### src/configurable_crc_engine_unit_defines.svh
// Assertion macros for the CRC engine.
// Build with NO_ASSERTIONS defined to drop them.
`ifndef CONFIGURABLE_CRC_ENGINE_UNIT_DEFINES_SVH
`define CONFIGURABLE_CRC_ENGINE_UNIT_DEFINES_SVH

`ifndef NO_ASSERTIONS

// Checked on every rising edge, muted while reset is held.
`define CCRC_ASSERT(label, clk, rst_n, prop, msg) \
    label: assert property (@(posedge clk) disable iff (!rst_n) prop) else $error(msg);

// Checked on every rising edge, reset included.
`define CCRC_ASSERT_ALWAYS(label, clk, prop, msg) \
    label: assert property (@(posedge clk) prop) else $error(msg);

`else

`define CCRC_ASSERT(label, clk, rst_n, prop, msg)

`define CCRC_ASSERT_ALWAYS(label, clk, prop, msg)

`endif

`endif

### src/ccrc_pkg.sv
package ccrc_pkg;

    // Largest CRC width the datapath supports (8..32; results clamp to 32).
    localparam int MAX_CRC_WIDTH = 32;

    localparam int DATA_W     = 32;
    localparam int CFG_ADDR_W = 3;
    localparam int CRC_W_BITS = 6;

    // width_mode codes; the unused code falls back to 32 bits
    localparam logic [1:0] WM_8  = 2'd0;
    localparam logic [1:0] WM_16 = 2'd1;
    localparam logic [1:0] WM_32 = 2'd2;

    typedef enum logic [CFG_ADDR_W-1:0] {
        CFG_WIDTH_MODE     = 3'd0,
        CFG_POLYNOMIAL     = 3'd1,
        CFG_INITIAL_VALUE  = 3'd2,
        CFG_FINAL_XOR      = 3'd3,
        CFG_REFLECT_INPUT  = 3'd4,
        CFG_REFLECT_OUTPUT = 3'd5
    } t_cfg_idx;

    typedef struct packed {
        logic [1:0]        width_mode;
        logic [DATA_W-1:0] polynomial;
        logic [DATA_W-1:0] initial_value;
        logic [DATA_W-1:0] final_xor;
        logic              reflect_input;
        logic              reflect_output;
    } t_cfg;

    typedef struct packed {
        logic [7:0] data_byte;
        logic       byte_present;
        logic       end_of_message;
    } t_beat;

    // core -> top status
    typedef struct packed {
        logic fire;      // staged beat consumed this cycle
        logic res_valid; // a finished CRC is produced this cycle
        logic busy;      // message in progress
    } t_core_status;

    function automatic logic [CRC_W_BITS-1:0] crc_width(input logic [1:0] mode);
        logic [6:0] w;
        unique case (mode)
            WM_8:    w = 7'd8;
            WM_16:   w = 7'd16;
            default: w = 7'd32;
        endcase
        if (w > 7'(MAX_CRC_WIDTH)) w = 7'(MAX_CRC_WIDTH);
        if (w > 7'd32)             w = 7'd32;
        if (w < 7'd8)              w = 7'd8;
        return w[CRC_W_BITS-1:0];
    endfunction

    function automatic logic [DATA_W-1:0] width_mask(input logic [CRC_W_BITS-1:0] w);
        return {DATA_W{1'b1}} >> (CRC_W_BITS'(DATA_W) - w);
    endfunction

    function automatic logic [DATA_W-1:0] rev32(input logic [DATA_W-1:0] v);
        logic [DATA_W-1:0] r;
        for (int i = 0; i < DATA_W; i++) r[i] = v[DATA_W-1-i];
        return r;
    endfunction

    function automatic logic [7:0] rev8(input logic [7:0] v);
        logic [7:0] r;
        for (int i = 0; i < 8; i++) r[i] = v[7-i];
        return r;
    endfunction

endpackage

### src/ccrc_cfg_regs.sv
module ccrc_cfg_regs (
    input  logic                              i_clk,
    input  logic                              i_rst_n,
    input  logic                              i_cfg_we,
    input  logic [ccrc_pkg::CFG_ADDR_W-1:0]   i_cfg_addr,
    input  logic [ccrc_pkg::DATA_W-1:0]       i_cfg_wdata,
    output ccrc_pkg::t_cfg                    o_cfg
);
    import ccrc_pkg::*;

    t_cfg r_cfg;

    always_ff @(posedge i_clk) begin
        if (!i_rst_n) begin
            r_cfg.width_mode     <= WM_32;
            r_cfg.polynomial     <= 32'h04C1_1DB7;
            r_cfg.initial_value  <= 32'hFFFF_FFFF;
            r_cfg.final_xor      <= 32'hFFFF_FFFF;
            r_cfg.reflect_input  <= 1'b1;
            r_cfg.reflect_output <= 1'b1;
        end else if (i_cfg_we) begin
            unique case (t_cfg_idx'(i_cfg_addr))
                CFG_WIDTH_MODE:     r_cfg.width_mode     <= i_cfg_wdata[1:0];
                CFG_POLYNOMIAL:     r_cfg.polynomial     <= i_cfg_wdata;
                CFG_INITIAL_VALUE:  r_cfg.initial_value  <= i_cfg_wdata;
                CFG_FINAL_XOR:      r_cfg.final_xor      <= i_cfg_wdata;
                CFG_REFLECT_INPUT:  r_cfg.reflect_input  <= i_cfg_wdata[0];
                CFG_REFLECT_OUTPUT: r_cfg.reflect_output <= i_cfg_wdata[0];
                default: ;  // unmapped index: ignored
            endcase
        end
    end

    assign o_cfg = r_cfg;

endmodule

### src/ccrc_in_stage.sv
module ccrc_in_stage (
    input  logic            i_clk,
    input  logic            i_rst_n,
    input  logic            i_valid,
    output logic            o_ready,
    input  ccrc_pkg::t_beat i_beat,
    input  logic            i_take,   // core consumes the staged beat
    output logic            o_valid,
    output ccrc_pkg::t_beat o_beat
);
    import ccrc_pkg::*;

    logic  r_valid;
    t_beat r_beat;

    // free, or emptied this cycle
    assign o_ready = !r_valid || i_take;

    always_ff @(posedge i_clk) begin
        if (!i_rst_n) begin
            r_valid <= 1'b0;
        end else if (o_ready) begin
            r_valid <= i_valid;
        end
    end

    always_ff @(posedge i_clk) begin
        if (o_ready && i_valid) begin
            r_beat <= i_beat;
        end
    end

    assign o_valid = r_valid;
    assign o_beat  = r_beat;

endmodule

### src/ccrc_core.sv
module ccrc_core (
    input  logic                        i_clk,
    input  logic                        i_rst_n,
    input  ccrc_pkg::t_cfg              i_cfg,
    input  logic                        i_valid,
    input  ccrc_pkg::t_beat             i_beat,
    input  logic                        i_out_free,
    output ccrc_pkg::t_core_status      o_status,
    output logic [ccrc_pkg::DATA_W-1:0] o_crc
);
    import ccrc_pkg::*;

    logic                  r_busy;
    logic [DATA_W-1:0]     r_remainder;
    logic [DATA_W-1:0]     n_remainder;
    logic                  n_busy;
    logic [CRC_W_BITS-1:0] w;
    logic [DATA_W-1:0]     mask;
    logic [DATA_W-1:0]     top;
    logic [DATA_W-1:0]     rem;
    logic [DATA_W-1:0]     fin;
    logic [7:0]            byte_in;
    logic                  fire;
    logic                  active;

    // only a closing beat needs room in the output register
    assign fire   = i_valid && (i_out_free || !i_beat.end_of_message);
    // an item with neither byte nor end mark leaves everything as is
    assign active = fire && (i_beat.byte_present || i_beat.end_of_message);

    assign w    = crc_width(i_cfg.width_mode);
    assign mask = width_mask(w);
    assign top  = DATA_W'(1) << (w - CRC_W_BITS'(1));

    always_comb begin
        byte_in = i_cfg.reflect_input ? rev8(i_beat.data_byte) : i_beat.data_byte;
        rem     = (r_busy ? r_remainder : i_cfg.initial_value) & mask;
        if (i_beat.byte_present) begin
            rem = rem ^ (DATA_W'(byte_in) << (w - CRC_W_BITS'(8)));
            for (int i = 0; i < 8; i++) begin
                if (|(rem & top)) rem = ((rem << 1) ^ i_cfg.polynomial) & mask;
                else              rem = (rem << 1) & mask;
            end
        end
        // reflection across w bits: full reverse, then drop the unused low bits
        fin = i_cfg.reflect_output ? (rev32(rem) >> (CRC_W_BITS'(DATA_W) - w)) : rem;
        fin = (fin ^ i_cfg.final_xor) & mask;
    end

    always_comb begin
        n_remainder = r_remainder;
        n_busy      = r_busy;
        if (active) begin
            n_remainder = rem;
            n_busy      = !i_beat.end_of_message;
        end
    end

    always_ff @(posedge i_clk) begin
        if (!i_rst_n) begin
            r_busy <= 1'b0;
        end else begin
            r_busy <= n_busy;
        end
    end

    always_ff @(posedge i_clk) begin
        r_remainder <= n_remainder;
    end

    assign o_status.fire      = fire;
    assign o_status.res_valid = fire && i_beat.end_of_message;
    assign o_status.busy      = r_busy;
    assign o_crc              = fin;

endmodule

### src/ccrc_out_reg.sv
module ccrc_out_reg (
    input  logic                        i_clk,
    input  logic                        i_rst_n,
    input  logic                        i_load,
    input  logic [ccrc_pkg::DATA_W-1:0] i_data,
    input  logic                        i_ready,
    output logic                        o_free,
    output logic                        o_valid,
    output logic [ccrc_pkg::DATA_W-1:0] o_data
);
    import ccrc_pkg::*;

    logic              r_valid;
    logic [DATA_W-1:0] r_data;

    assign o_free = !r_valid || i_ready;

    always_ff @(posedge i_clk) begin
        if (!i_rst_n) begin
            r_valid <= 1'b0;
        end else if (o_free) begin
            r_valid <= i_load;
        end
    end

    always_ff @(posedge i_clk) begin
        if (o_free && i_load) begin
            r_data <= i_data;
        end
    end

    assign o_valid = r_valid;
    assign o_data  = r_data;

endmodule

### src/configurable_crc_engine_unit.sv
// An accepted input beat is registered in the input stage; its CRC is then registered in the output register.
// Throughput: one beat per cycle unless a closing beat waits on a full output register; 8-step update unrolled.
// The output register lets the next beat in while a finished CRC waits on m_axis_tready.
// Reset (i_rst_n low, synchronous): both stages empty, no message in progress,
// configuration back to CRC-32 (poly 04C11DB7, init/xorout FFFFFFFF, both reflections on).
`include "configurable_crc_engine_unit_defines.svh"

module configurable_crc_engine_unit (
    input  logic                            i_clk,
    input  logic                            i_rst_n,
    // configuration write port
    input  logic                            i_cfg_we,
    input  logic [ccrc_pkg::CFG_ADDR_W-1:0] i_cfg_addr,
    input  logic [ccrc_pkg::DATA_W-1:0]     i_cfg_wdata,
    // byte stream in
    input  logic                            s_axis_tvalid,
    output logic                            s_axis_tready,
    input  logic [7:0]                      s_axis_tdata,  // [7:0] data_byte
    input  logic                            s_axis_tuser,  // [0] byte_present
    input  logic                            s_axis_tlast,  // end_of_message
    // CRC out
    output logic                            m_axis_tvalid,
    input  logic                            m_axis_tready,
    output logic [ccrc_pkg::DATA_W-1:0]     m_axis_tdata   // [31:0] crc_result
);
    import ccrc_pkg::*;

    t_cfg              cfg;
    t_beat             in_beat;
    t_beat             stg_beat;
    logic              stg_valid;
    t_core_status      core_st;
    logic [DATA_W-1:0] core_crc;
    logic              out_free;

    // live configuration; the user must write it only while no beat is in flight (the block does not enforce this)
    ccrc_cfg_regs u_cfg (
        .i_clk       (i_clk),
        .i_rst_n     (i_rst_n),
        .i_cfg_we    (i_cfg_we),
        .i_cfg_addr  (i_cfg_addr),
        .i_cfg_wdata (i_cfg_wdata),
        .o_cfg       (cfg)
    );

    assign in_beat.data_byte      = s_axis_tdata;
    assign in_beat.byte_present   = s_axis_tuser;
    assign in_beat.end_of_message = s_axis_tlast;

    // input register: holds one beat, refilled in the same cycle it drains
    ccrc_in_stage u_in (
        .i_clk   (i_clk),
        .i_rst_n (i_rst_n),
        .i_valid (s_axis_tvalid),
        .o_ready (s_axis_tready),
        .i_beat  (in_beat),
        .i_take  (core_st.fire),
        .o_valid (stg_valid),
        .o_beat  (stg_beat)
    );

    // byte update + finalize; owns the running remainder
    ccrc_core u_core (
        .i_clk      (i_clk),
        .i_rst_n    (i_rst_n),
        .i_cfg      (cfg),
        .i_valid    (stg_valid),
        .i_beat     (stg_beat),
        .i_out_free (out_free),
        .o_status   (core_st),
        .o_crc      (core_crc)
    );

    // result register toward the master side
    ccrc_out_reg u_out (
        .i_clk   (i_clk),
        .i_rst_n (i_rst_n),
        .i_load  (core_st.res_valid),
        .i_data  (core_crc),
        .i_ready (m_axis_tready),
        .o_free  (out_free),
        .o_valid (m_axis_tvalid),
        .o_data  (m_axis_tdata)
    );

    // A closing beat shows up as the next output beat with the computed CRC.
    `CCRC_ASSERT(a_close_to_out, i_clk, i_rst_n, core_st.res_valid |=> m_axis_tvalid && (m_axis_tdata == $past(core_crc)), "closing beat did not reach the output register")

    // A byte without end mark leaves a message open.
    `CCRC_ASSERT(a_open_busy, i_clk, i_rst_n, core_st.fire && stg_beat.byte_present && !stg_beat.end_of_message |=> core_st.busy, "message not marked in progress")

    // After a close the next beat starts from the initial value.
    `CCRC_ASSERT(a_close_idle, i_clk, i_rst_n, core_st.fire && stg_beat.end_of_message |=> !core_st.busy, "message still open after close")

    // Back-pressure on the slave side only while a beat is staged.
    `CCRC_ASSERT_ALWAYS(a_ready_cause, i_clk, !s_axis_tready |-> stg_valid, "slave side stalled with empty input register")

endmodule
### config.mk
export PLATFORM = sky130hd
export DESIGN_NAME = configurable_crc_engine_unit
export DESIGN_NICKNAME = d
export VERILOG_FILES = /design/src/ccrc_pkg.sv /design/src/ccrc_cfg_regs.sv /design/src/ccrc_in_stage.sv /design/src/ccrc_core.sv /design/src/ccrc_out_reg.sv /design/src/configurable_crc_engine_unit.sv
export VERILOG_INCLUDE_DIRS = /design/src /design/src/src
export SDC_FILE = /design/constraint.sdc
export NUM_CORES = 1
export LEC_CHECK = 0
export BUFFER_PORTS_ARGS = -buffer_cell sky130_fd_sc_hd__clkbuf_2
export CAP_MARGIN = 10
export CORE_ASPECT_RATIO = 0.75
export CORE_MARGIN = 3
export CORE_UTILIZATION = 30
export CTS_CLUSTER_SIZE = 12
export DETAILED_ROUTE_END_ITERATION = 12
export MAX_ROUTING_LAYER = met4
export PLACE_DENSITY_LB_ADDON = 0.05
export SLEW_MARGIN = 20
export SYNTH_ARGS = -nofsm -noshare
export SYNTH_HDL_FRONTEND = slang
export SYNTH_SLANG_ARGS = --single-unit
### constraint.sdc
create_clock -name i_clk -period 23.8 [get_ports i_clk]
set_input_delay 2.38 -clock i_clk [delete_from_list [all_inputs] [get_ports i_clk]]
set_output_delay 2.38 -clock i_clk [all_outputs]
set_load 0.05 [all_outputs]
## Yosys cells after proc, flatten, opt, wreduce, memory -nomap -nowiden

Cells that the tools add are included.

| cells by class | value |
|---|---|
| reductions and logical operators | 28 |
| shift-type cells | 4 |
| multiplexer cells | 23 |
| bitwise logic cells | 36 |
| $lt $le $gt $ge | 3 |
| equality and inequality tests | 6 |
| $add $sub $neg | 3 |

Operators with widths:

| cell | count |
|---|---|
| AND 32 bit | 26 |
| 2-to-1 mux 32 bit | 18 |
| bitwise XOR 32 bit | 10 |
| OR reduction 32 bit | 8 |
| << shifter 1 x 6 -> 32 bit, first input constant | 1 |
| << shifter 8 x 6 -> 32 bit | 1 |
| right shift 32 x 6 -> 32 bit | 1 |
| right shift 32 x 6 -> 32 bit, first input constant | 1 |
| 2-to-1 mux 7 bit | 2 |
| case mux 6 bit (2 select lines) | 1 |
| AND reduction 2 bit | 6 |
| 2-to-1 mux 8 bit | 1 |
| > comparator 7 x 6 -> 1 bit, second input constant | 1 |
| less-than comparator 7 x 4 -> 1 bit, second input constant | 1 |
| == test 3 x 2 -> 1 bit, second input constant | 2 |
| == test 3 bit, second input constant | 2 |
| > comparator 6 bit, second input constant | 1 |
| 2-to-1 mux 6 bit | 1 |
| subtractor 6 x 1 -> 6 bit, second input constant | 1 |
| subtractor 6 x 4 -> 6 bit, second input constant | 1 |
| subtractor 6 bit, first input constant | 1 |
| logical AND 1 bit | 5 |
| logical OR 1 bit | 4 |
| == test 3 x 1 -> 1 bit, second input constant | 1 |
| 4 further kinds | 6 |

| storage, ports and cells | value |
|---|---|
| output and inout port bits | 34 |
| logic and storage cells | 117 |
| flip-flop bits (word level) | 177 |
| input bits | 50 |

## Depth between registers and ports, before layout

| logic depth | value |
|---|---|
| word-level depth | 48 |
| gate-level depth with buffers | 42 |

## Cells and area by module

From an unflattened synthesis, not the netlist that was laid out.

| second synthesis, totals | value |
|---|---|
| cells, all modules | 1802 |
| area total of the unflattened synthesis | 15219.6 um2 |

Modules (own cells, without submodules):

| module | area each (um2) | instances | cells each |
|---|---|---|---|
| ccrc_core | 9754.4 | 1 | 1365 |
| ccrc_cfg_regs | 4088.9 | 1 | 385 |
| ccrc_out_reg | 1018.5 | 1 | 37 |
| ccrc_in_stage | 357.8 | 1 | 15 |

## Worst setup path after synthesis

No wires, ideal clock.

| timing | value |
|---|---|
| path kind | register to register |
| start point | register u_cfg.r_cfg (netlist bit u_cfg.o_cfg[98]) |
| end point | register u_out.r_data[6] (netlist: u_out.o_data[6]), data pin |
| arrival | 9.149 ns |
| path buffers | 11 |
| data required time | 23.528 ns |
| path slack | 14.379 ns |
| cell stages (with the launch flop) | 39 |
| clock period less this slack | 9.421 ns |
| cell sequence | dfxtp_1 > or2_1 > buf_2 > inv_2 > buf_2 > clkbuf_1 > clkbuf_1 > clkbuf_1 > buf_1 > clkbuf_1 > ha_1 > clkbuf_1 > or3b_2 > o2111ai_1 > o211ai_1 > o2111ai_1 > o31ai_2 > nand2_2 > [... 3 more ...] > nor3_2 > o211a_1 > buf_4 > nor3_1 > mux2_2 > o31ai_1 > xor2_1 > a211o_1 > clkbuf_1 > or3_1 > buf_2 > mux2_4 > o211ai_2 > a211oi_1 > nor4_1 > a211oi_1 > mux2i_1 > or4_1 |

| between the ends | value |
|---|---|
| cells in the longest elaborated chain, start to end | 48 |
| elaborated cells between the ends (all ways) | 77 |
| those cells by class | 3 x add/sub; 3 x order compare; 1 x eq/ne; 4 x shift; 21 x mux; 36 x bitwise; 9 x reduce/logical |

Ends and longest elaborated chain:

| element | RTL line | RTL |
|---|---|---|
| from (decl) | ccrc_cfg_regs.sv:11 | `t_cfg r_cfg;` |
| == test 2 x 1 -> 1 bit / logical NOT 2 bit (equally long branches) | ccrc_pkg.sv:48 | `unique case (mode)` |
| case mux 6 bit (2 select lines) * | ccrc_pkg.sv:48 |  |
| > comparator 6 bit | ccrc_pkg.sv:53 | `if (w > 7'(MAX_CRC_WIDTH)) w = 7'(MAX_CRC_WIDTH);` |
| 2-to-1 mux 7 bit * | ccrc_pkg.sv:53 |  |
| > comparator 7 x 6 -> 1 bit | ccrc_pkg.sv:54 | `if (w > 7'd32) w = 7'd32;` |
| 2-to-1 mux 7 bit * | ccrc_pkg.sv:54 |  |
| less-than comparator 7 x 4 -> 1 bit | ccrc_pkg.sv:55 | `if (w < 7'd8) w = 7'd8;` |
| 2-to-1 mux 6 bit * | ccrc_pkg.sv:55 |  |
| [... 34 more ...] | -- |  |
| 2-to-1 mux 32 bit | ccrc_core.sv:41 | `if (\|(rem & top)) rem = ((rem << 1) ^ i_cfg.polynomial) & mask;` |
| 2-to-1 mux 32 bit * | ccrc_core.sv:38 | `if (i_beat.byte_present) begin` |
| net u_core.rem[17] | ccrc_core.sv:20 | `logic [DATA_W-1:0] rem;` |
| right shift 32 x 6 -> 32 bit * | ccrc_core.sv:46 | `fin = i_cfg.reflect_output ? (rev32(rem) >> (CRC_W_BITS'(DATA_W) - w)) : rem;` |
| 2-to-1 mux 32 bit * | ccrc_core.sv:46 |  |
| bitwise XOR 32 bit * | ccrc_core.sv:47 | `fin = (fin ^ i_cfg.final_xor) & mask;` |
| AND 32 bit * | ccrc_core.sv:47 |  |
| net core_crc[6] | configurable_crc_engine_unit.sv:33 | `logic [DATA_W-1:0] core_crc;` |
| to (signal assigned) | ccrc_out_reg.sv:28 | `r_data <= i_data;` |
| to (decl) | ccrc_out_reg.sv:14 | `logic [DATA_W-1:0] r_data;` |

The timed path passes the listed nets; every way through them passes the cells marked *. The select of a mux whose other input is x is not followed.
A chain may end at the register's enable or synchronous reset.

## Final worst setup path

| timing | value |
|---|---|
| start point | register u_cfg.r_cfg (netlist bit u_cfg.o_cfg[99]) |
| end point | register u_out.r_data[30] (netlist: u_out.o_data[30]), data pin |

| between the ends | value |
|---|---|
| cells in the longest elaborated chain, start to end | 48 |
| elaborated cells between the ends (all ways) | 77 |
| those cells by class | 3 x add/sub; 3 x order compare; 1 x eq/ne; 4 x shift; 21 x mux; 36 x bitwise; 9 x reduce/logical |

Ends and longest elaborated chain:

| element | RTL line |
|---|---|
| == test 2 x 1 -> 1 bit / logical NOT 2 bit (equally long branches) | ccrc_pkg.sv:48 |
| case mux 6 bit (2 select lines) * | ccrc_pkg.sv:48 |
| > comparator 6 bit | ccrc_pkg.sv:53 |
| 2-to-1 mux 7 bit * | ccrc_pkg.sv:53 |
| > comparator 7 x 6 -> 1 bit | ccrc_pkg.sv:54 |
| 2-to-1 mux 7 bit * | ccrc_pkg.sv:54 |
| less-than comparator 7 x 4 -> 1 bit | ccrc_pkg.sv:55 |
| 2-to-1 mux 6 bit * | ccrc_pkg.sv:55 |
| [... 34 more ...] | -- |
| 2-to-1 mux 32 bit | ccrc_core.sv:41 |
| 2-to-1 mux 32 bit * | ccrc_core.sv:38 |
| net u_core.rem[30] | ccrc_core.sv:20 |
| right shift 32 x 6 -> 32 bit | ccrc_core.sv:46 |
| 2-to-1 mux 32 bit * | ccrc_core.sv:46 |
| bitwise XOR 32 bit * | ccrc_core.sv:47 |
| AND 32 bit * | ccrc_core.sv:47 |
| net core_crc[30] | configurable_crc_engine_unit.sv:33 |

Marks and branches as above.

==> impl_metrics.ini <==
[outcome]
status = finished, final reports clean

[cts]
clkLatencyLatePin_ps = 460
clk_pin_slew_worst_paths_ps = 80
clk_path_buf_depth = 2
cts_hold_buf = 0
cts_inserted_buffers = 17
cts-root-buf = clkbuf_16
cts_resized = 0
htree_levels = 4
cts.sinks = 177
cts_setup_buffers = 0
cts_tree = done

[setup_path]
worst-path-max-fanout = 50
cp.arrival_ps = 12440
critical_path_class = flop to flop
startpoint_type = flop
cp-end-kind = flop
crit_required_ps = 24040
cp_common_cell = buf_4
critPathMaxStageDelay_ps = 870
slowest_stage = a21oi_1

[layout]
fin_area_mm2 = 0.01615
area_delta_synth_final_pct = 11.06
fin_nets = 1900
nFillCells = 5095
drive_gt1_share_pct = 13.23

[die]
ios = 84
core_mm2 = 0.04766
start_util_pct = 30.52
die_width_um = 260.2
design.die.area_mm2 = 0.05118
row_count = 69
die_h_um = 196.7

[place]
dp_hpwl_um = 48970
gp_congestion = 0.8947
port_buffers = 83
dpl_cell_area_mm2 = 0.01558

[synthesis]
syn_inst = 1845
seq_area_frac_synth_pct = 29.46
syn-cell-area_mm2 = 0.01454
yosys_warnings = 0
yosys.area.top_type = edfxtp_1
synthesis.nets = 1899
synthTopCellsByArea = edfxtp_1, dfxtp_1, xnor2_1
synth_edf_count = 74
ys_ff_latch = 177
async_flop_share_pct = 0
yosys.area.top_type_share_pct = 15.28
synth_cell_type_count = 109
synth_ff_type = dfxtp_1
avgSynthCellArea_um2 = 7.882
post-synth-top-count-cell = nand2_1
synth.top_cells.by_count = nand2_1, xnor2_1, nor2_1

[sta]
rsz0062_at_grt = false
setup_tns_ps = 0
hold_viol_final = 0
worst_pin_slew_ps = 1092
finalCriticalPeriod_ps = 12200
finalSetupViolCount = 0
period_share_pct = 51.24
slew_headroom_pct = 27.22
fin_skew_ps = 21.91
slew_violations = 0
fmax_mhz = 81.99

[route]
drc_errors = 0
totalWireLength_um = 67050
wire_per_inst_um = 26.83
via_per_inst = 5.588
dr.pass1.iters = 6
dr_total_vias = 13960
postRouteAntennaNets = 0
drtIter0Drc = 1683

[grt]
grt_pass1_wl_um = 94720
grt_start_max_net_pins = 71
antenna_found_initial = 1
track_usage_pct = 26.42
grt_pass1_vias = 12740
grt.overflow.total = 0

[pwr]
intPower_mw = 0.8347
swShare_pct = 47.45
powerDensity_mw_per_mm2 = 98.35
power_frac_seq_pct = 23.2
combinationalPowerShare_pct = 58.8
p_switching_mw = 0.7538
p_leak_nw = 6.230
p_clk_share_pct = 18.0
vdd_drop_max_mv = 0.04980

[worst_hold_path]
hp-class = flop to flop

[flow_run]
max_cap_viol_count = 0
-- kinds of logic (layout without fill, tap and decap cells) --
| family | after synthesis | after routing | synth area share, % |
|---|---|---|---|
| AOI/OAI and AO/OA | 320 | 320 | 17.03 |
| xor gates and xnor gates | 258 | 258 | 16.16 |
| adders and majority gates | 4 | 4 | 0.3442 |
| buffers and inverters | 170 | 184 | 4.723 |
| DFF | 177 | 177 | 29.46 |
| muxes | 83 | 83 | 6.117 |
| other | 0 | 1 | 0 |
| and+or+nand+nor | 833 | 833 | 26.17 |
-- state kept, by name, summed over array words and instances (netlist names) --
name	cells
u_cfg.o_cfg	100
u_core.r_busy	1
u_core.r_remainder	32
u_in.o_beat	10
u_in.o_valid	1
u_out.o_data	32
u_out.o_valid	1
-- layer usage --
metal / vias up / wire (µm) / track usage [%]
li1: 6486 / - / -
met1: 6876 / 32270 / 38.75
met2: 550 / 28010 / 36.98
met3: 52 / 5771 / 5.999
met4: 0 / 991 / 4.993
met5: - / 0 / -
-- final timing paths --
| kind | start | endpoint | slack, ps | cells after the start |
|---|---|---|---|---|
| min reg2reg | u_cfg.o_cfg[52] | u_cfg.o_cfg[52] | 480 | 2 |
| min | u_cfg.o_cfg[52] | u_cfg.o_cfg[52] | 480 | 2 |
| max | u_cfg.o_cfg[99] | u_out.o_data[30] | 11600 | 32 |
| max reg2reg | u_cfg.o_cfg[99] | u_out.o_data[30] | 11600 | 32 |
-- power groups by stage --
stage               combinational, mW  sequential (mW)  clock (mW)
CTS                             0.921            0.368       0.292
finish                          0.934            0.368       0.286
global route                    0.999            0.370       0.304
detailed placement              0.915            0.375           0
global placement                0.917            0.375           0
floorplan                       0.644            0.385           0
-- stage by stage --
step	hold slack (ps)	util, %	worst slack, ps	instances	power, mW
finish	479.5	33.89	11600	2499	1.589
global route	493.5	33.89	10970	2498	1.673
CTS	479.0	33.89	11740	2498	1.580
detailed placement	459.6	32.70	11780	2466	1.289
global placement	457.5	32.65	11960	2465	1.292
floorplan	436.8	-	14380	1845	1.029
-- cells in the final DEF (no fill, tap or decap), drive strengths merged, types with 19 or more instances in the layout --
cell type	count
nand2	432
xnor2	187
nor2	114
nand3	110
dfxtp	103
clkbuf	100
edfxtp	74
xor2	65
mux2i	51
buf	50
a21oi	44
o21ai	42
mux2	31
nor3	29
a21boi	28
inv	26
o31ai	21
nand4	19
and3	19
a211oi	19
-- worst max-delay path: cells and delay by family (launching register included) --
family / cells / cell delay (ps)
xor gates and xnor gates: 2 / 280
buffers and inverters: 6 / 2320
AOI/OAI and AO/OA: 8 / 3430
muxes: 5 / 2110
and+or+nand+nor: 10 / 3120
adders and majority gates: 1 / 250
DFF: 1 / 410
-- area by class of cell --
class	count	area [µm²]	area share, %
clock buffer	18	429.2	2.657
multi-input combinational	1498	9623	59.58
timing repair buffer	132	798.3	4.942
inverter	20	75.07	0.4648
clock inverter	14	138.9	0.8599
sequential	177	4285	26.53
antenna	1	2.502	0.01549
tap	639	799.5	4.950
Power figures use the tool's default switching activity.
